File: src/grfr_pkg.sv
`timescale 1ns / 1ps

package grfr_pkg;

   localparam int MAX_DIM    = 512;
   localparam int COORD_W    = $clog2(MAX_DIM);
   localparam int DIM_W      = $clog2(MAX_DIM + 1);
   localparam int ADDR_W     = $clog2(MAX_DIM * MAX_DIM);
   localparam int MEM_ADDR_W = ADDR_W + 1;
   localparam int MEM_DEPTH  = 2 ** MEM_ADDR_W;

   localparam int PIXEL_W     = 8;
   localparam int CSR_DATA_W  = 10;
   localparam int CSR_INDEX_W = 2;
   localparam int TURN_W      = 2;

   localparam int FRAME_DIM_RESET = 512;

   localparam int CMDQ_DEPTH = 4;
   localparam int CMDQ_PTR_W = $clog2(CMDQ_DEPTH);
   localparam int CMDQ_CNT_W = $clog2(CMDQ_DEPTH + 1);

   localparam int RSPQ_DEPTH = 4;
   localparam int RSPQ_PTR_W = $clog2(RSPQ_DEPTH);
   localparam int RSPQ_CNT_W = $clog2(RSPQ_DEPTH + 1);

   // width of the checker's count of accepted but unanswered pixels
   localparam int PENDING_W = 5;

   typedef enum logic [CSR_INDEX_W-1:0] {
      CSR_FRAME_WIDTH   = 2'd0,
      CSR_FRAME_HEIGHT  = 2'd1,
      CSR_QUARTER_TURNS = 2'd2
   } csr_index_type;

   typedef enum logic [TURN_W-1:0] {
      TURN_0   = 2'd0,
      TURN_90  = 2'd1,
      TURN_180 = 2'd2,
      TURN_270 = 2'd3
   } turn_type;

   // one pixel transaction as handed from the front to the back
   typedef struct packed {
      logic [ADDR_W-1:0]  rd_base;
      logic [COORD_W-1:0] rd_offset;
      logic [ADDR_W-1:0]  wr_base;
      logic [COORD_W-1:0] wr_offset;
      logic               fill_bank;
      logic [PIXEL_W-1:0] pixel;
      logic               primed;
      logic               frame_end;
   } cmd_type;

   function automatic logic [DIM_W-1:0] clamp_dim(input logic [CSR_DATA_W-1:0] value);
      logic [DIM_W-1:0] result;
      if (value == '0) begin
         result = DIM_W'(1);
      end else if (int'(value) > MAX_DIM) begin
         result = DIM_W'(MAX_DIM);
      end else begin
         result = DIM_W'(value);
      end
      return result;
   endfunction

endpackage

File: src/grfr_cmd_queue.sv
`timescale 1ns / 1ps

module grfr_cmd_queue (
   input  logic              clock,
   input  logic              reset,
   input  logic              push,
   output logic              full,
   input  grfr_pkg::cmd_type push_data,
   input  logic              pop,
   output logic              empty,
   output grfr_pkg::cmd_type pop_data
);
   import grfr_pkg::*;

   cmd_type                entries_ff [CMDQ_DEPTH];
   logic [CMDQ_PTR_W-1:0]  wr_ptr_ff, wr_ptr_in;
   logic [CMDQ_PTR_W-1:0]  rd_ptr_ff, rd_ptr_in;
   logic [CMDQ_CNT_W-1:0]  count_ff, count_in;
   logic                   do_push;
   logic                   do_pop;

   assign full     = (count_ff == CMDQ_CNT_W'(CMDQ_DEPTH));
   assign empty    = (count_ff == '0);
   assign do_push  = push && !full;
   assign do_pop   = pop && !empty;
   assign pop_data = entries_ff[rd_ptr_ff];

   always_comb begin
      wr_ptr_in = do_push ? wr_ptr_ff + CMDQ_PTR_W'(1) : wr_ptr_ff;
      rd_ptr_in = do_pop ? rd_ptr_ff + CMDQ_PTR_W'(1) : rd_ptr_ff;
      count_in  = count_ff + CMDQ_CNT_W'(do_push) - CMDQ_CNT_W'(do_pop);
   end

   always_ff @(posedge clock) begin
      if (reset) begin
         wr_ptr_ff <= '0;
         rd_ptr_ff <= '0;
         count_ff  <= '0;
      end else begin
         wr_ptr_ff <= wr_ptr_in;
         rd_ptr_ff <= rd_ptr_in;
         count_ff  <= count_in;
      end
   end

   always_ff @(posedge clock) begin
      if (do_push) begin
         entries_ff[wr_ptr_ff] <= push_data;
      end
   end

endmodule

File: config.mk
export PLATFORM = sky130hd
export DESIGN_NAME = grfr_cmd_queue
export DESIGN_NICKNAME = d
export VERILOG_FILES = /design/src/grfr_pkg.sv /design/src/grfr_cmd_queue.sv
export SDC_FILE = /design/constraint.sdc
export NUM_CORES = 1
export LEC_CHECK = 0
export BUFFER_PORTS_ARGS = -buffer_cell sky130_fd_sc_hd__buf_4
export CORE_ASPECT_RATIO = 1.25
export CORE_MARGIN = 5
export CORE_UTILIZATION = 38
export DETAILED_ROUTE_END_ITERATION = 12
export PLACE_DENSITY_LB_ADDON = 0.2
export RECOVER_POWER = 100
export SETUP_SLACK_MARGIN = 0.15
export SYNTH_ARGS = -nofsm -noshare
export SYNTH_HDL_FRONTEND = slang
export SYNTH_SLANG_ARGS = --single-unit
File: constraint.sdc
create_clock -name clock -period 9.8 [get_ports clock]
set_clock_uncertainty 0.15 [all_clocks]
set_input_delay 2.94 -clock clock [delete_from_list [all_inputs] [get_ports clock]]
set_output_delay 2.94 -clock clock [all_outputs]
set_load 0.02 [all_outputs]
# == After elaboration in Yosys (flattened, before gate mapping) ==
# Memory sizes are Yosys's and may differ from the RTL's. A register that Yosys moved wholly into a read port is not among the register bits.
# Index checks and enable logic that the tools add are counted.
# totals
reg_bits,7
ramBits,260
input_bits,69
output_inout_bits,67
word_cells,18
mem_count,1
# op_classes
n_addsub,4
eq_ne,1
muxes,4
reduce_logical,5
# mem_list
name,depth,word_bits,rd,rd_clocked_by_memory_dff,write_ports,line_no,text
entries_ff,4,65,1,1,1,grfr_cmd_queue.sv:15,cmd_type entries_ff [CMDQ_DEPTH];
# op_table
op,count
$add 2x1->2 const B,2
$mux 2,2
$add 3x1->3,1
$eq 3x3->1 const B,1
$logic_not 3->1,1
$sub 3x1->3,1
$logic_and 1x1->1,2
$logic_not 1->1,2
$mux 1,2

# == Longest topological paths before layout ==
# Gate-level depths: netlist (run 1).
# depth
ltp_word,5
mapped_depth,10
mapped_depth_nobuf,10

# == Worst setup path after synthesis (run 1) ==
# Ideal clock, no wire load.
# synth_timing
path_type,in2reg
startpoint,input push
endpoint,"memory entries_ff[0][0] in the netlist's numbering, enable pin"
setup_time_ns,0.430
t_arrival_ns,4.796
required_time_ns,9.220
setup_slack_ns,4.424
stages,3
path_buffers,0
cell_sequence,inv_1 -> nor2_1 -> and2_1
# synth_between
elab_chain_len,3
# synth_lines
item,line_no,text
start: declaration,grfr_cmd_queue.sv:6,"input logic push,"
$logic_and 1x1->1,grfr_cmd_queue.sv:24,assign do_push = push && !full;
$mux 1,grfr_cmd_queue.sv:47,if (do_push) begin
$mux 1 (implied by the code),grfr_cmd_queue.sv:48,entries_ff[wr_ptr_ff] <= push_data;
end: declaration,grfr_cmd_queue.sv:15,
# No other way between the ends.

# == Worst setup path after layout (run 1) ==
# layout_timing
startpoint,input push
endpoint,"memory entries_ff[1][17] in the netlist's numbering, enable pin"
# Same word-level chain as after synthesis.

==> results by group, run 1 <==
Run status
  – Outcome: complete, but fails checks
  – Violations in the final reports: capacitance limit, slew limit

Pwr
  – Clock Power Share: a little under a third
  – Reg power frac: 47.2%
  – P_sw: 864 uW
  – Combinational Power Share: 21.3%
  – Power Density: 271 nW/um^2
  – Pleak: approximately 0.0035 uW
  – Worst IR drop on VDD: 156 uV
  – Switching share of power: 27.7%
  – Pint: 2260 uW
  – Total power draw: 3120 uW

CTS
  – Post-CTS sizing: 0
  – CTS tree: yes
  – CTS Hold Buffers Added: 0
  – Clk buf depth: 3
  – Worst-skew pair later-pin latency: roughly 520 ps
  – # H-tree levels: 1
  – Clock Sinks: 269
  – CTS buffer count: 27
  – Post-CTS Setup Inserts: 0
  – Root Driver: clkbuf_16
  – Reg clk slew, reported paths: 60 ps

Synthesis
  – Yosys reg bits: around 270
  – Synthesized instance count: between 300 and 400
  – Distinct cells, synth: 25
  – Netlist Area Pre-Place: 9900 um^2
  – Warnings from Yosys: 0
  – Avg Inst Size Synth: about 25 um^2
  – Mapped Nets: ~470
  – Register area share after synthesis: 80.7%

Routing
  – # DRC: 0
  – Pre-antenna DRT Iters: 4
  – Detail-routed net length per standard cell: 20.8 um
  – DRT antenna net count: 0
  – Vias per cell: 4.89
  – Initial DRC count: 194
  – Drt total wl: 18.6 mm
  – Via count: 4393

STA
  – Worst hold margin: 348 ps
  – Final period util: 74.9%
  – Slew @ Worst Pin: about 5100 ps
  – Worst rel slew slack: -241%
  – Setup tns final: 0 ps
  – Worst Setup Slack, final: 2460 ps
  – Hold Fails Final Rpt: 0
  – Final setup fails: 0
  – Fmax: 136 MHz
  – Minimum clock period: about 7300 ps
  – RSZ-0062 raised after global routing: false
  – Slew Limit Fails: 330

GRT
  – First-pass GRT wire length: 28.8 mm
  – Total gr overflow: 0
  – Number of antenna violations at the first check in global routing: 1
  – Pin count of the biggest net entering global routing: 66
  – GRT Total Usage: 12.7%
  – Vias in the first global route: 4961

Layout
  – Sequential Area: between 7000 and 8000 um^2
  – # diodes: 0
  – Commonest non-fill, non-tap cell in the layout: edfxtp_1
  – Most frequent cells in the layout: edfxtp_1, clkbuf_1, mux4_2
  – Filler cell count: between 2000 and 2500
  – Nets: slightly above 600
  – Multi-input gate area: 1720 um^2
  – Layout area overhead: 16.6%
  – Layout cells sized above 1: 19.5%

Setup path
  – CP endpoint kind: flop
  – CP required: approximately 9600 ps
  – Crit-path max FO: 65
  – Worst path arrival time: 7170 ps
  – Critical path type: input port to flop
  – Startpoint types: input port

Run
  – Max_cap viols: 5

Die
  – Die width: 154 um
  – IO Count: approximately 140
  – Initial core utilization: about two fifths
  – Core Region: 25800 um^2
  – # rows: 66
  – Die ar.: 29400 um^2
  – Die Ht: 190 um

Placement
  – IO buf count: 135
  – Final HPWL DP: 10.6 mm
  – GP Congestion: between 0.6 and 0.7
  – Pre-CTS setup slack: approximately 4300 ps

Worst hold path
  – Min-delay worst type: flop to flop
worst max-delay path, cell delays in order:
cell      delay [ps]
clkbuf_4         100
inv_1             50
nor2_1           320
and2_0          3710
cell families after synthesis:
family                   Yosys count  share of synthesized area, %
XOR/XNOR                           3                         0.266
flip-flops                       269                          80.7
buffers and inverters             23                          1.88
AO/OA/AOI/OAI                      5                         0.278
multiplexers                      66                          14.9
AND/OR/NAND/NOR                   17                         0.999
adder cells (fa/ha/maj)            7                         0.961
synthesized netlist by cell type:
master,n,area [um^2]
nand2b_1,2,12.5
buf_6,1,11.3
edfxtp_1,260,7810
or3_1,2,12.5
nor3_1,1,5.00
o31ai_1,1,7.51
ha_1,6,75.1
a21oi_1,2,10.0
dfxtp_1,9,180
buf_12,5,100
o21ai_0,2,10.0
nand2_1,1,3.75
clkbuf_1,2,7.51
inv_1,8,30.0
mux4_2,65,1460
and2_1,4,25.0
xor2_1,1,8.76
buf_2,6,30.0
nor2b_1,2,12.5
xnor2_1,2,17.5
fa_1,1,20.0
buf_4,1,7.51
nor3b_2,1,12.5
mux2i_1,1,10.0
nor2_1,4,15.0
registers in the layout, summed over array words and instances, names as in the netlist, named ones only:
register and cells:
wr_ptr_ff 2, count_ff 3, entries_ff 260, rd_ptr_ff 2
path summary, 6_finish.rpt:
check,cells past startpoint,slack (ps),startpoint,endpoint
min reg2reg,2,350,rd_ptr_ff[1]$_SDFFE_PP0P_,flop
min,2,350,rd_ptr_ff[1]$_SDFFE_PP0P_,flop
max reg2reg,3,4490,count_ff[1]$_SDFF_PP0_,entries_ff[1][17]$_DFFE_PP_
max,4,2460,push,entries_ff[1][17]$_DFFE_PP_
per-stage QoR:
stage,area [um^2],util [%],cells
after floorplan,9900,-,390
after global placement,11200,43.3,851
after detailed placement,11200,43.3,851
after CTS,12100,46.6,898
after global routing,11500,44.7,898
final,11500,44.7,898
area by class of cell:
cell class | instances | area share (%)
sequential | 269 | 69.2
multi-input combinational | 98 | 14.9
clock buffer | 36 | 6.49
timing repair buffer | 136 | 4.59
tap | 340 | 3.69
clock inverter | 11 | 0.867
inverter | 8 | 0.260
metal layers:
| layer | GRT usage (%) | part of all wire [%] | vias up |
|---|---|---|---|
| met5 | 0 | 0.075 | - |
| met3 | 2.97 | 5.3 | 33 |
| met4 | 3.57 | 2.0 | 2 |
| li1 | - | - | 1943 |
| met2 | 23.0 | 54 | 104 |
| met1 | 15.2 | 39 | 2311 |
power by group through the flow:
stage                     Sequential (uW)  Combinational, uW  Clock, uW
after detailed placement             1490                794          0
after CTS                            1460                795       1010
after floorplan                      1430                562          0
after global placement               1480                786          0
final                                1470                665        986
after global routing                 1490                724       1060
(Power assumes the default switching activity.)
==> inputs of run 2 (changes only) <==
- clock period: 9.8 -> 5.95 ns (I/O delays scaled with it)
==> run 2 against run 1 <==
Effect of this change:
- the run still ends with capacitance limit, slew limit left
- via count is 1.4% lower
- final cell count is 0.11% lower
- clock-buffer cell count is 7 lower
- sequential power is 66% higher
- design area hardly changed
- combinational power is 58% higher
- non-clock buffer count stayed put
- sequential share of layout area hardly changed
- largest cell class unchanged
- largest power group unchanged
==> results by group, run 2 (same netlist as run 1, synthesis figures left out) <==
Run status
  – Outcome: complete, but fails checks
  – Violations in the final reports: capacitance limit, slew limit

STA
  – Slew Limit Fails: 264 (-20%)
  – Worst rel slew slack: -137% (+100 points)
  – Fmax: 200 MHz
  – Final setup fails: 0 (unchanged)
  – Setup tns final: 0 ps (unchanged)
  – Slew @ Worst Pin: 3560 ps (-1560 ps)
  – RSZ-0062 raised after global routing: false
  – Minimum clock period: 4990 ps
  – Final period util: 83.9%
  – Hold Fails Final Rpt: 0 (unchanged)

Die
  – Core Region: 25800 um^2 (unchanged)
  – Die Ht: 190 um (unchanged)
  – Die ar.: 29400 um^2 (unchanged)
  – Initial core utilization: 38.3% (unchanged)
  – Die width: 154 um (unchanged)
  – IO Count: 136 (unchanged)
  – # rows: 66 (unchanged)

Worst hold path
  – Min-delay worst type: flop to flop
  – Min-delay src: rd_ptr_ff[1]$_SDFFE_PP0P_
  – Min-Delay Path Depth: 2 (unchanged)

CTS
  – CTS tree: yes
  – Reg clk slew, reported paths: 60 ps (about the same)
  – Post-CTS Setup Inserts: 0 (unchanged)
  – # H-tree levels: 1 (unchanged)
  – Clock Sinks: 269 (unchanged)
  – CTS Hold Buffers Added: 0 (unchanged)
  – CTS buffer count: 25 (-7.4%)
  – Clk buf depth: 3 (unchanged)
  – Post-CTS sizing: 0 (unchanged)
  – Worst-skew pair later-pin latency: 510 ps (about the same)
  – Root Driver: clkbuf_16

Setup path
  – Startpoint types: input port
  – CP endpoint kind: flop
  – Crit-path cells: clkbuf_4, inv_1, nor2_1, and2_1
  – CP max stage cell: and2_1
  – Reg2reg start: count_ff[2]$_SDFF_PP0_
  – Slowest cell delay on critical path: 2630 ps (-1080 ps)
  – Worst Setup SP: push
  – Cells on worst reg2reg path: 3 (unchanged)
  – Crit-path max FO: 65 (unchanged)
  – CP required: 5840 ps (-3790 ps)
  – Worst path arrival time: 4890 ps (-2280 ps)
  – Critical path type: input port to flop

Layout
  – Max reg flops: 260 (unchanged)
  – Sequential Area: 8000 um^2 (about the same)
  – Nets: 614 (-0.32%)
  – Multi-input gate area: 1720 um^2 (about the same)
  – Top Registers: entries_ff (260), count_ff (3)
  – Commonest non-fill, non-tap cell in the layout: edfxtp_1
  – # diodes: 0 (unchanged)
  – Layout cells sized above 1: 19.7% (+0.21 points)
  – Most frequent cells in the layout: edfxtp_1, clkbuf_1, mux4_2
  – Layout area overhead: 16.6% (about the same)
  – Finished Core Util: 44.7% (about the same)
  – Most flops, register: entries_ff
  – Filler cell count: 2271 (-0.088%)

Pwr
  – Combinational Power Share: 20.7% (-0.6 points)
  – Switching share of power: 27.5% (-0.20 points)
  – Clock Power Share: 31.2% (-0.3 points)
  – P_sw: 1390 uW (+61%)
  – Pleak: 0.00353 uW (-0.15%)
  – Worst IR drop on VDD: 260 uV (+67%)
  – Reg power frac: 48.1% (+0.9 points)
  – Power Density: 440 nW/um^2 (+63%)
  – Total power draw: 5080 uW (+63%)
  – Pint: 3680 uW (+63%)

Placement
  – GP Congestion: 0.725 (+5.7%)
  – IO buf count: 135 (unchanged)
  – Final HPWL DP: 10.3 mm (-3.3%)

GRT
  – Vias in the first global route: 4817 (-2.9%)
  – GRT Total Usage: 12.2% (-0.58 points)
  – Total gr overflow: 0 (unchanged)
  – Pin count of the biggest net entering global routing: 66 (unchanged)
  – Number of antenna violations at the first check in global routing: 1 (unchanged)
  – First-pass GRT wire length: 27.5 mm (-4.3%)

Routing
  – Pre-antenna DRT Iters: 4 (unchanged)
  – Vias per cell: 4.83 (-1.3%)
  – WL met2: 9.66 mm (-3.3%)
  – Initial DRC count: 177 (-8.8%)
  – DRT antenna net count: 0 (unchanged)
  – M1 WL: 6.81 mm (-6.4%)
  – # DRC: 0 (unchanged)
  – Drt total wl: 17.8 mm (-4.4%)
  – Uppermost layer routed: met5
  – WL met3: 1.02 mm (+2.4%)
  – Via count: 4330 (-1.4%)
  – Detail-routed net length per standard cell: 19.9 um (-4.3%)

Run
  – Max_cap viols: 4 (-1)
-- run 2: routing by layer --
metal,GRT usage (%),vias up
met4,3.33,2
met5,0,-
li1,-,1956
met3,2.81,28
met2,22.2,97
met1,14.4,2247
-- run 2: power by group through the flow --
stage               clock (uW)  combinational (uW)  sequential (uW)
floorplan                    0                 925             2360
global placement             0                1260             2470
detailed placement           0                1270             2480
CTS                       1630                1270             2440
global route              1710                1140             2480
finish                    1580                1050             2440
-- run 2: through the flow --
stage / worst slack [ps] / instances / cell area, um^2 / hold WS, ps
after floorplan: 1730 / 390 / 9900 / 309
after global placement: 1910 / 851 / 11200 / 316
after detailed placement: 1890 / 851 / 11200 / 329
after CTS: 1330 / 897 / 12000 / 341
after global routing: 635 / 897 / 11500 / 367
final: 957 / 897 / 11500 / 332
-- run 2: worst paths after layout --
check	end	slack, ps
setup / recovery	entries_ff[3][18]$_DFFE_PP_	960
hold / removal	flop	330
setup reg to reg	entries_ff[3][18]$_DFFE_PP_	1850
hold reg to reg	flop	330
-- run 2: critical path: cells and delay by family --
| kind | cells | cell delay, ps |
|---|---|---|
| buf+inv | 2 | 140 |
| simple gates | 2 | 2940 |
-- run 2: layout make-up --
cell class | count | share of cell area, %
sequential | 269 | 69.3
clock buffer | 29 | 5.55
clock inverter | 17 | 1.58
tap | 340 | 3.69
timing repair buffer | 136 | 4.76
multi-input combinational | 98 | 14.9
inverter | 8 | 0.260
