[src/grfr_pkg.sv]
`timescale 1ns / 1ps

package grfr_pkg;

   localparam int MAX_DIM    = 512;
   localparam int COORD_W    = $clog2(MAX_DIM);
   localparam int DIM_W      = $clog2(MAX_DIM + 1);
   localparam int ADDR_W     = $clog2(MAX_DIM * MAX_DIM);
   localparam int MEM_ADDR_W = ADDR_W + 1;
   localparam int MEM_DEPTH  = 2 ** MEM_ADDR_W;

   localparam int PIXEL_W     = 8;
   localparam int CSR_DATA_W  = 10;
   localparam int CSR_INDEX_W = 2;
   localparam int TURN_W      = 2;

   localparam int FRAME_DIM_RESET = 512;

   localparam int CMDQ_DEPTH = 4;
   localparam int CMDQ_PTR_W = $clog2(CMDQ_DEPTH);
   localparam int CMDQ_CNT_W = $clog2(CMDQ_DEPTH + 1);

   localparam int RSPQ_DEPTH = 4;
   localparam int RSPQ_PTR_W = $clog2(RSPQ_DEPTH);
   localparam int RSPQ_CNT_W = $clog2(RSPQ_DEPTH + 1);

   // width of the checker's count of accepted but unanswered pixels
   localparam int PENDING_W = 5;

   typedef enum logic [CSR_INDEX_W-1:0] {
      CSR_FRAME_WIDTH   = 2'd0,
      CSR_FRAME_HEIGHT  = 2'd1,
      CSR_QUARTER_TURNS = 2'd2
   } csr_index_type;

   typedef enum logic [TURN_W-1:0] {
      TURN_0   = 2'd0,
      TURN_90  = 2'd1,
      TURN_180 = 2'd2,
      TURN_270 = 2'd3
   } turn_type;

   // one pixel transaction as handed from the front to the back
   typedef struct packed {
      logic [ADDR_W-1:0]  rd_base;
      logic [COORD_W-1:0] rd_offset;
      logic [ADDR_W-1:0]  wr_base;
      logic [COORD_W-1:0] wr_offset;
      logic               fill_bank;
      logic [PIXEL_W-1:0] pixel;
      logic               primed;
      logic               frame_end;
   } cmd_type;

   function automatic logic [DIM_W-1:0] clamp_dim(input logic [CSR_DATA_W-1:0] value);
      logic [DIM_W-1:0] result;
      if (value == '0) begin
         result = DIM_W'(1);
      end else if (int'(value) > MAX_DIM) begin
         result = DIM_W'(MAX_DIM);
      end else begin
         result = DIM_W'(value);
      end
      return result;
   endfunction

endpackage

[src/grfr_front.sv]
`timescale 1ns / 1ps

module grfr_front (
   input  logic                             clock,
   input  logic                             reset,
   input  logic                             req_push,
   output logic                             req_full,
   input  logic [grfr_pkg::PIXEL_W-1:0]     req_pixel_in,
   input  logic                             csr_valid,
   output logic                             csr_ready,
   input  logic [grfr_pkg::CSR_INDEX_W-1:0] csr_index,
   input  logic [grfr_pkg::CSR_DATA_W-1:0]  csr_wdata,
   output logic                             cmd_push,
   input  logic                             cmd_full,
   output grfr_pkg::cmd_type                cmd_data
);
   import grfr_pkg::*;

   typedef struct packed {
      logic [COORD_W-1:0] rd_a;
      logic [DIM_W-1:0]   rd_b;
      logic [COORD_W-1:0] rd_offset;
      logic [COORD_W-1:0] wr_a;
      logic [DIM_W-1:0]   wr_b;
      logic [COORD_W-1:0] wr_offset;
      logic               fill_bank;
      logic [PIXEL_W-1:0] pixel;
      logic               primed;
      logic               frame_end;
   } stage_type;

   logic [DIM_W-1:0]   frame_width_ff, frame_width_in;
   logic [DIM_W-1:0]   frame_height_ff, frame_height_in;
   turn_type           quarter_turns_ff, quarter_turns_in;
   logic [COORD_W-1:0] column_count_ff, column_count_in;
   logic [COORD_W-1:0] row_count_ff, row_count_in;
   logic               fill_bank_ff, fill_bank_in;
   logic               primed_ff, primed_in;
   logic               stage_valid_ff, stage_valid_in;
   stage_type          stage_ff, stage_in;

   logic               accept;
   logic               csr_write;
   logic [DIM_W-1:0]   width_last;
   logic [DIM_W-1:0]   height_last;
   logic [COORD_W-1:0] x;
   logic [COORD_W-1:0] y;
   logic [COORD_W-1:0] x_mirror;
   logic [COORD_W-1:0] y_mirror;
   logic               last_col;
   logic               last_row;
   logic               last_pix;

   assign csr_ready = 1'b1;
   assign csr_write = csr_valid && csr_ready;
   assign req_full  = stage_valid_ff && cmd_full;
   assign accept    = req_push && !req_full;
   assign cmd_push  = stage_valid_ff && !cmd_full;

   // position in the frame, clamped to the current size
   always_comb begin
      width_last  = frame_width_ff - DIM_W'(1);
      height_last = frame_height_ff - DIM_W'(1);
      x = (DIM_W'(column_count_ff) < frame_width_ff) ? column_count_ff
                                                      : COORD_W'(width_last);
      y = (DIM_W'(row_count_ff) < frame_height_ff) ? row_count_ff
                                                    : COORD_W'(height_last);
      x_mirror = COORD_W'(width_last - DIM_W'(x));
      y_mirror = COORD_W'(height_last - DIM_W'(y));
      last_col = (DIM_W'(x) == width_last);
      last_row = (DIM_W'(y) == height_last);
      last_pix = last_col && last_row;
   end

   always_comb begin
      frame_width_in   = frame_width_ff;
      frame_height_in  = frame_height_ff;
      quarter_turns_in = quarter_turns_ff;
      if (csr_write) begin
         unique case (csr_index)
            CSR_FRAME_WIDTH: begin
               frame_width_in = clamp_dim(csr_wdata);
            end
            CSR_FRAME_HEIGHT: begin
               frame_height_in = clamp_dim(csr_wdata);
            end
            CSR_QUARTER_TURNS: begin
               quarter_turns_in = turn_type'(csr_wdata[TURN_W-1:0]);
            end
            default: begin
            end
         endcase
      end
   end

   always_comb begin
      column_count_in = column_count_ff;
      row_count_in    = row_count_ff;
      fill_bank_in    = fill_bank_ff;
      primed_in       = primed_ff;
      if (accept) begin
         priority if (last_pix) begin
            column_count_in = '0;
            row_count_in    = '0;
            fill_bank_in    = !fill_bank_ff;
            primed_in       = 1'b1;
         end else if (last_col) begin
            column_count_in = '0;
            row_count_in    = y + COORD_W'(1);
         end else begin
            column_count_in = x + COORD_W'(1);
            row_count_in    = y;
         end
      end
   end

   // operands for the raster read address and the rotated write address
   always_comb begin
      stage_in           = stage_ff;
      stage_valid_in     = stage_valid_ff;
      if (accept) begin
         stage_valid_in     = 1'b1;
         stage_in.rd_a      = y;
         stage_in.rd_b      = frame_width_ff;
         stage_in.rd_offset = x;
         stage_in.fill_bank = fill_bank_ff;
         stage_in.pixel     = req_pixel_in;
         stage_in.primed    = primed_ff;
         stage_in.frame_end = last_pix;
         unique case (quarter_turns_ff)
            TURN_90: begin
               stage_in.wr_a      = x;
               stage_in.wr_b      = frame_height_ff;
               stage_in.wr_offset = y_mirror;
            end
            TURN_180: begin
               stage_in.wr_a      = y_mirror;
               stage_in.wr_b      = frame_width_ff;
               stage_in.wr_offset = x_mirror;
            end
            TURN_270: begin
               stage_in.wr_a      = x_mirror;
               stage_in.wr_b      = frame_height_ff;
               stage_in.wr_offset = y;
            end
            TURN_0: begin
               stage_in.wr_a      = y;
               stage_in.wr_b      = frame_width_ff;
               stage_in.wr_offset = x;
            end
         endcase
      end else if (cmd_push) begin
         stage_valid_in = 1'b0;
      end
   end

   always_comb begin
      cmd_data.rd_base   = ADDR_W'(stage_ff.rd_a) * ADDR_W'(stage_ff.rd_b);
      cmd_data.rd_offset = stage_ff.rd_offset;
      cmd_data.wr_base   = ADDR_W'(stage_ff.wr_a) * ADDR_W'(stage_ff.wr_b);
      cmd_data.wr_offset = stage_ff.wr_offset;
      cmd_data.fill_bank = stage_ff.fill_bank;
      cmd_data.pixel     = stage_ff.pixel;
      cmd_data.primed    = stage_ff.primed;
      cmd_data.frame_end = stage_ff.frame_end;
   end

   always_ff @(posedge clock) begin
      if (reset) begin
         frame_width_ff   <= clamp_dim(CSR_DATA_W'(FRAME_DIM_RESET));
         frame_height_ff  <= clamp_dim(CSR_DATA_W'(FRAME_DIM_RESET));
         quarter_turns_ff <= TURN_0;
         column_count_ff  <= '0;
         row_count_ff     <= '0;
         fill_bank_ff     <= 1'b0;
         primed_ff        <= 1'b0;
         stage_valid_ff   <= 1'b0;
      end else begin
         frame_width_ff   <= frame_width_in;
         frame_height_ff  <= frame_height_in;
         quarter_turns_ff <= quarter_turns_in;
         column_count_ff  <= column_count_in;
         row_count_ff     <= row_count_in;
         fill_bank_ff     <= fill_bank_in;
         primed_ff        <= primed_in;
         stage_valid_ff   <= stage_valid_in;
      end
   end

   always_ff @(posedge clock) begin
      stage_ff <= stage_in;
   end

endmodule

[config.mk]
export PLATFORM = sky130hd
export DESIGN_NAME = grfr_front
export DESIGN_NICKNAME = d
export VERILOG_FILES = /design/src/grfr_pkg.sv /design/src/grfr_front.sv
export SDC_FILE = /design/constraint.sdc
export NUM_CORES = 1
export LEC_CHECK = 0
export ABC_AREA = 1
export BUFFER_PORTS_ARGS = -buffer_cell sky130_fd_sc_hd__buf_2
export CAP_MARGIN = 20
export CORE_MARGIN = 5
export CORE_UTILIZATION = 56
export DETAILED_ROUTE_END_ITERATION = 10
export PLACE_DENSITY = 0.78
export SETUP_SLACK_MARGIN = 0.1
export SLEW_MARGIN = 20
export SYNTH_ARGS = -nofsm -noshare
export SYNTH_HDL_FRONTEND = slang
export SYNTH_SLANG_ARGS = --single-unit
[constraint.sdc]
create_clock -name clock -period 4.6 [get_ports clock]
set_input_delay 0.69 -clock clock [delete_from_list [all_inputs] [get_ports clock]]
set_output_delay 0.69 -clock clock [all_outputs]
set_load 0.05 [all_outputs]
# Word-level counts from Yosys, hierarchy flattened
# Cells that the tools add are included.
dict set report word_totals {
  ff_bits 110
  latchBits 0
  ram_bits 0
  romBits 0
  input_bits 25
  n_memories 0
}
dict set report classes {
  n_addsub 6
  mul 2
  n_div 0
  n_lt_le_gt_ge 3
  eq_ne 7
  shift 0
  n_mux 11
  n_bitwise 0
  n_reduce_logical 15
}
# op count
set ops {}
lappend ops {{28-bit case mux with 4 select lines} 1}
lappend ops {{9-bit 2-to-1 mux} 6}
lappend ops {{9-bit by 10-bit multiplier with 18-bit output} 2}
lappend ops {{9-bit by 10-bit equality test with 1-bit output} 2}
lappend ops {{9-bit by 10-bit < comparator with 1-bit output} 2}
lappend ops {{10-bit 2-to-1 mux} 2}
lappend ops {{10-bit by 1-bit subtractor with 10-bit output (second input constant)} 2}
lappend ops {{9-bit by 1-bit adder with 9-bit output (second input constant)} 2}
lappend ops {{9-bit subtractor} 2}
lappend ops {{10-bit greater-than comparator (second input constant)} 1}
lappend ops {{10-bit zero test} 1}
lappend ops {{2-bit AND reduction} 4}
lappend ops {{2-bit equality test (second input constant)} 3}
lappend ops {{2-bit by 1-bit equality test with 1-bit output (second input constant)} 2}
lappend ops {{1-bit logical AND} 4}
lappend ops {{2-bit zero test} 2}
lappend ops {{1-bit zero test} 3}
lappend ops {{1-bit 2-to-1 mux} 2}
lappend ops {{2-bit nonzero test} 1}

# Longest topological paths before layout
# Gate-level depths: netlist (run 1).
dict set report depth {
  word_depth 5
  depth_mapped 25
}

# Worst setup path before layout (run 1)
# Ideal clock, no wire load.
dict set report synth_timing {
  path_type {register to output}
  startpoint {reg stage_ff[30] in the netlist's numbering}
  endpoint {out cmd_data[36] in the netlist's numbering}
  t_arrival_ps 4817
  setup_slack_ps -907
  stages_incl_launch_ff 20
  path_buffers 1
  cell_sequence {edfxtp_1 -> clkbuf_1 -> nand2_1 -> fa_1 -> inv_1 -> fa_1 -> fa_1 -> inv_1 -> fa_1 -> inv_1 -> ha_1 -> a21oi_1 -> o21ai_0 -> a21oi_1 -> o21ai_0 -> a21o_1 -> nand2_1 -> nand2_1 -> a21oi_1 -> xor2_1}
}
# item line_no
set synth_rtl {}
lappend synth_rtl {{start, declared} grfr_front.sv:40} ;# stage_type stage_ff, stage_in;
lappend synth_rtl {{start signal, assigned} grfr_front.sv:191} ;# stage_ff <= stage_in;
lappend synth_rtl {{end, declared} grfr_front.sv:15} ;# output grfr_pkg::cmd_type cmd_data

==> run_results.csv, run 1 <==
group,metric,value,unit
critical_path,worstPathArrival,4720,ps
critical_path,critPathRequiredTime,3910,ps
logic_synthesis,netlist_instances,1637,
sta,rsz0062_at_grt,"yes",
cells_and_area,fin_area,16000,um2
clock_network,root_buffer,"clkbuf_16",
power,power.density,526,nW/um2
floorplan,io_pins,93,
floorplan,placeableCoreArea,21900,um2
logic_synthesis,ys.flop_type,"edfxtp_1",
floorplan,die_area,25300,um2
route,num_vias,11600,
placement,place_hpwl,24.6,mm
placement,place_congestion,0.920,
worst_hold_path,hold_class,"reg2reg",
placement,post-place-ws,-483,ps
floorplan,rows,54,
clock_network,insertion_delay,360,ps
logic_synthesis,synth_edf_count,67,
cells_and_area,drive_gt1_share,28.4,%
clock_network,cts_buffer_depth,2,
critical_path,cp_num_cells,20,
worst_hold_path,whs_path_depth,0,
clock_network,cts_tree,"built",
critical_path,max_stage_delay,520,ps
logic_synthesis,ys_types,52,
sta,fmax,0.185,GHz
sta,period_share,118,%
sta,hold_violations,0,
placement,port_buffers,91,
sta,setup_slack,-812,ps
critical_path,worstSetupPathType,"reg2out",
sta,finalSetupViolCount,23,
logic_synthesis,syn-num-nets,1886,
clock_network,numClockSinks,110,
sta,fin_skew,10.7,ps
critical_path,r2r_slack,490,ps
power,peakVddDrop,579,uV
outcome,violations,"setup timing",
logic_synthesis,ys_seq_area_share,23.0,%
critical_path,cp_max_fo,4,
critical_path,r2r_end,"stage_ff[36]",
placement,placed_area,14200,um2
sta,maxSlewViolCount,0,
critical_path,slowest_stage,"fa_1",
grt,grt_pass1_wl,53.7,mm
sta,holdWs,459,ps
critical_path,cp_top_family,"adder cells",
clock_network,cts_buffers,9,
cells_and_area,area_growth_syn_to_layout,28.1,%
critical_path,cp-start-kind,"flip-flop",
clock_network,cts-htree-levels,3,
route,drt-initial-drc-count,1174,
grt,grt_usage,25.2,%
clock_network,clkSlewWorstSetupHoldPaths,90,ps
route,vias_per_cell,5.44,
logic_synthesis,async_reset_ff_share,0,%
power,leakage,0.00839,uW
clock_network,ctsHoldBuffers,0,
route,firstDrtPassIters,8,
grt,grt.overflow.total,0,
critical_path,crit_buf_inv,5,
worst_hold_path,min_from,"primed_ff",
job,drv_cap,0,
route,drc,0,
grt,antenna_found_initial,0,
route,wl_per_cell,16.7,um
logic_synthesis,avgSynthCellArea,7.62,um2
sta,worst_slew_pin_slew,990,ps
worst_hold_path,hold_end,"cmd_data[1]",
logic_synthesis,yosysWarnings,0,
sta,finalCriticalPeriod,5410,ps
route,wirelength,35.5,mm
cells_and_area,antenna_cells,0,
outcome,status,"finished with violations",
floorplan,start_util,57.0,%
grt,grt_start_max_net_pins,72,
cells_and_area,fin_util,73.0,%
route,ant_nets,0,
placement,dp_cells,2031,
grt,grt_pass1_vias,11400,
cells_and_area,nets,2092,
critical_path,worstSetupEndpointType,"output port",
floorplan,die_h,159,um
critical_path,r2r_start,"frame_width_ff[5]",
critical_path,crit_chain,"buf_4 -> nand2_1 -> inv_1 -> fa_1 -> inv_1 -> fa_1 -> fa_1 -> fa_1 -> inv_2 -> ha_4 -> a21oi_2 -> o21ai_2 -> a21oi_2 -> o21ai_1 -> a21o_1 -> nand2_1 -> nand2_2 -> a21oi_4 -> xor2_4 -> buf_8",
sta,relSlewSlack,33.6,%
critical_path,cpMostUsedCell,"fa_1",
floorplan,die-width,159,um
cells_and_area,stdcell_count,2128,
logic_synthesis,synth_area,12500,um2
critical_path,r2r_cells,24,
logic_synthesis,ys_ff_latch,110,
[logic make-up after synthesis]
logic type,Yosys count,share of synthesized area (%)
other,1,0.0301
buffers and inverters,467,15.2
adder cells (fa/ha/maj),224,29.3
flip-flops,110,23.0
AND/OR/NAND/NOR,610,20.9
AO/OA/AOI/OAI,174,7.86
XOR/XNOR,51,3.64
[registers in the layout, indices dropped and copies added, names as in the netlist]
signal            count
stage_valid_ff        1
fill_bank_ff          1
column_count_ff       9
frame_height_ff      10
primed_ff             1
frame_width_ff       10
cmd_data             29
quarter_turns_ff      2
stage_ff             38
row_count_ff          9
[layer usage]
layer  track usage (%)  part of all wire [%]  up-vias
met2              44.5                    50      540
met1              31.8                    38     5494
met3              3.18                   7.1      128
met5                 0                     0        -
met4              9.23                   4.5        0
li1                  -                     -     5414
[synth_stat cells (2+ instances only)]
cell type	count	area, um2
xor2_1	36	315
a21oi_1	78	390
nand2_1	432	1620
nor2_2	3	18.8
edfxtp_1	67	2010
nor4_1	2	12.5
nor3_1	12	60.1
fa_1	114	2280
o211ai_1	2	15.0
clkbuf_1	52	195
a31oi_1	2	12.5
xnor2_1	14	123
buf_6	3	33.8
a21boi_0	2	15.0
o21ai_1	8	40.0
nor2_1	48	180
o31ai_1	2	15.0
o22ai_1	2	12.5
o2111ai_1	5	43.8
nor2_4	3	33.8
nand3_4	2	35.0
buf_4	31	233
inv_2	8	30.0
inv_1	370	1390
o21a_1	2	15.0
a211oi_1	2	15.0
o21ai_2	2	17.5
a21o_1	3	22.5
nand2_2	8	50.1
ha_1	110	1380
dfxtp_1	43	861
nand3_2	6	60.1
clkinv_2	2	10.0
nand3_1	63	315
or2_2	3	18.8
nand4_1	23	144
o21ai_0	57	285
[how the worst max path moves through the flow]
stage                   endpoint         start
floorplan           cmd_data[36]  stage_ff[30]
finish              cmd_data[36]  stage_ff[34]
CTS                 cmd_data[36]  stage_ff[23]
global route        cmd_data[60]  stage_ff[60]
detailed placement  cmd_data[36]  stage_ff[30]
global placement    cmd_data[36]  stage_ff[30]
[layout by cell type (no fill, tap or decap), types with 10 or more instances in the layout]
cell / count
nand3_2: 13
nand2_2: 44
nand3_1: 56
inv_2: 48
ha_4: 23
buf_6: 63
buf_4: 148
xor2_1: 25
dfxtp_1: 43
nor2_1: 42
nand4_1: 23
edfxtp_1: 67
ha_1: 86
a21oi_1: 61
nand2_1: 385
fa_1: 109
inv_1: 330
buf_2: 65
o21ai_0: 45
nand2_4: 10
[report_power, final]
group	total, uW	switching (uW)	internal [uW]
clock network	803	412	391
registers	1200	70.5	1130
logic	6400	3710	2690
total	8410	4200	4210
[stage by stage]
stage	setup TNS (ps)	total power, uW
final	-12380	8410
after global routing	-15590	8900
after CTS	-9300	7920
after detailed placement	-4280	6310
after global placement	-3180	6180
after floorplan	-957	5010
[cell type report]
| class | instances | area (um2) |
|---|---|---|
| clock buffers | 9 | 225 |
| inverters | 380 | 1430 |
| fillers | 1488 | 5920 |
| flip-flops and latches | 110 | 2870 |
| clock inverters | 7 | 85.1 |
| repair buffers | 282 | 2230 |
| well taps | 280 | 350 |
| multi-input cells | 1060 | 8780 |
[repair_timing]
| item | in CTS | in global routing |
|---|---|---|
| gates resized for setup | 163 | 72 |
| setup endpoints to repair | 25 | 26 |
| buffers inserted | 61 | 25 |
| hold endpoints to repair | 0 | 0 |
| pin swaps | 88 | 64 |
(Power assumes the default switching activity.)
==> run 2: changes to the inputs <==
--- a/config.mk
+++ b/config.mk
@@ -10,6 +10,7 @@
 export CAP_MARGIN = 20
 export CORE_MARGIN = 5
 export CORE_UTILIZATION = 56
+export CTS_BUF_LIST = sky130_fd_sc_hd__clkbuf_4 sky130_fd_sc_hd__clkbuf_8
 export DETAILED_ROUTE_END_ITERATION = 10
 export PLACE_DENSITY = 0.78
 export SETUP_SLACK_MARGIN = 0.1
==> run 2 against run 1 <==
Effect of this change:
- the flow still finishes with violations (setup timing)
- clock power down 24%
- design area shrank 1.7%
- core utilization is 1.2 points lower
- total power down 3.9%
- clock-buffer cell count did not move
- global-route usage up 0.32 points
- hold slack worse by 6.0 ps
- sequential share of layout area is 0.30 points higher
- first-iteration DRC count shrank 17%
- worst setup slack got worse by 58 ps
- critical path type unchanged
- highest routed layer unchanged
==> run_results.csv, run 2 (same netlist as run 1, synthesis figures left out) <==
group,metric,value,unit
power,power.share.switching,51.1,%
route,firstDrtPassIters,6,
grt,grt.overflow.total,0,
critical_path,slowest_stage,"fa_1",
floorplan,placeableCoreArea,21900,um2
grt,gr-usage-met3,3.70,%
critical_path,r2r_start,"frame_width_ff[5]",
critical_path,crit_chain,"buf_6 -> nand2_4 -> fa_1 -> inv_2 -> fa_1 -> fa_1 -> inv_1 -> fa_1 -> inv_2 -> ha_4 -> buf_12 -> nand2_4 -> o21ai_2 -> nor2_2 -> o21ai_2 -> a21oi_2 -> nor2_2 -> nor2_4 -> xnor2_4 -> buf_6",
sta,fin_skew,18.5,ps
sta,relSlewSlack,34.7,%
floorplan,rows,54,
placement,dp_cells,2031,
grt,grt_pass1_vias,11400,
power,leakage,0.00829,uW
clock_network,insertion_delay,400,ps
critical_path,cpMostUsedCell,"fa_1",
clock_network,numClockSinks,110,
cells_and_area,antenna_cells,0,
cells_and_area,final_common_cell,"nand2_1",
route,vias_per_cell,5.35,
clock_network,cts_buffers,9,
sta,finalSetupViolCount,24,
power,power.share.sequential,14.8,%
clock_network,root_buffer,"clkbuf_8",
route,wl_per_cell,16.0,um
route,drc,0,
power,pwr-share-clk,7.6,%
sta,finalCriticalPeriod,5470,ps
sta,fmax,0.183,GHz
cells_and_area,nets,2077,
outcome,status,"finished with violations",
worst_hold_path,hold_class,"in2reg",
clock_network,cts-htree-levels,3,
route,ant_nets,0,
power,comb_power_share,77.6,%
sta,rsz0062_at_grt,"yes",
power,peakVddDrop,599,uV
cells_and_area,area_growth_syn_to_layout,26.0,%
power,internal_power,3950,uW
cells_and_area,max_flop_register,"stage_ff",
sta,period_share,119,%
critical_path,r2r_slack,500,ps
critical_path,critPathLaunch,"stage_ff[60]",
critical_path,critPathRequiredTime,3910,ps
job,drv_cap,0,
clock_network,cts_tree,"built",
grt,use_met2,46.0,%
placement,port_buffers,91,
placement,place_congestion,0.920,
cells_and_area,drive_gt1_share,27.1,%
sta,worst_slew_pin_slew,975,ps
sta,setup_slack,-870,ps
sta,tns,-13300,ps
clock_network,ctsHoldBuffers,0,
worst_hold_path,min_from,"req_pixel_in[0]",
cells_and_area,largest_register_ffs,38,
route,wirelength,33.8,mm
critical_path,worstSetupEndpointType,"output port",
cells_and_area,num-fill-cells,1522,
outcome,violations,"setup timing",
floorplan,die_area,25300,um2
critical_path,worstSetupPathType,"reg2out",
grt,grt_pass1_wl,54.1,mm
floorplan,start_util,57.0,%
route,num_vias,11300,
power,switchingPower,4130,uW
clock_network,cts_buffer_depth,2,
grt,antenna_found_initial,0,
route,drt-initial-drc-count,971,
floorplan,io_pins,93,
grt,grt_usage,25.6,%
critical_path,cp-start-kind,"flip-flop",
critical_path,cp_top_family,"adder cells",
grt,busiest_layer,"met2",
power,power.density,514,nW/um2
floorplan,die_h,159,um
grt,grt_start_max_net_pins,72,
critical_path,max_stage_delay,580,ps
placement,place_hpwl,24.6,mm
floorplan,die-width,159,um
critical_path,worstPathArrival,4780,ps
cells_and_area,final_cell_mix,"nand2_1 (392), inv_1 (336), buf_4 (143)",
critical_path,crit_buf_inv,6,
clock_network,clkSlewWorstSetupHoldPaths,130,ps
critical_path,cp_max_fo,3,
sta,maxSlewViolCount,0,
cells_and_area,stdcell_count,2113,
sta,hold_violations,0,
grt,met1_usage,31.9,%
==> run 2: area by class of cell <==
type	instances	area [um2]	area share (%)
well taps	280	350	2.23
multi-input cells	1060	8760	55.8
clock buffers	9	124	0.789
repair buffers	267	2090	13.3
inverters	380	1430	9.10
flip-flops and latches	110	2870	18.3
clock inverters	7	85.1	0.542
==> run 2: worst paths after layout <==
check                               endpoint  cells after the start
worst max-delay path            cmd_data[61]                     20
worst min-delay path             cmd_data[2]                      1
worst max register to register  stage_ff[36]                     24
worst min register to register  stage_ff[56]                      0
==> run 2: power groups by stage <==
stage	Clock (uW)	Sequential, uW	Combinational (uW)
5_1_grt	659	1200	6710
3_3_place_gp	0	1220	4960
6_report	611	1200	6270
3_5_place_dp	0	1230	5080
4_1_cts	616	1190	5910
2_1_floorplan	0	1170	3840
==> run 2: stage by stage <==
| stage | power, uW | hold slack (ps) | setup WS, ps | area, um2 | util (%) |
|---|---|---|---|---|---|
| after floorplan | 5010 | 409 | -286 | 13200 | - |
| after global placement | 6180 | 423 | -392 | 14200 | 65.0 |
| after detailed placement | 6310 | 443 | -483 | 14200 | 65.0 |
| after CTS | 7720 | 450 | -729 | 15400 | 70.3 |
| after global routing | 8570 | 438 | -1030 | 15700 | 71.8 |
| final | 8080 | 453 | -870 | 15700 | 71.8 |
==> run 2: what timing repair did <==
action                     4_1_cts  5_1_grt
buffers inserted                57       14
gates cloned                     0        0
gates resized for setup        153       62
pin swaps                       95       51
setup endpoints to repair       25       26
==> run 2: worst register-to-register path, cell delays in order, from the launching register on <==
cell,delay [ps]
dfxtp_1,490
inv_1,140
ha_1,330
nand2_1,100
inv_1,40
nand2_1,50
nand2_1,40
nand2_1,130
nand3_4,220
nand2_1,120
o21ai_1,130
inv_1,210
ha_1,210
inv_1,60
fa_1,400
nand2_1,90
inv_1,40
or2_2,260
nand2_1,90
nand2_1,80
nand2_1,80
nand2_1,60
or2_1,220
nand3_1,70
nand4_1,160
==> run 2: per-layer routing <==
metal  vias to the layer above  wire (um)  share of wire [%]
met5                         -          0                  0
li1                       5373          -                  -
met3                       102       2120                6.3
met4                         0       1090                3.2
met2                       449      17200                 51
met1                      5370      13500                 40
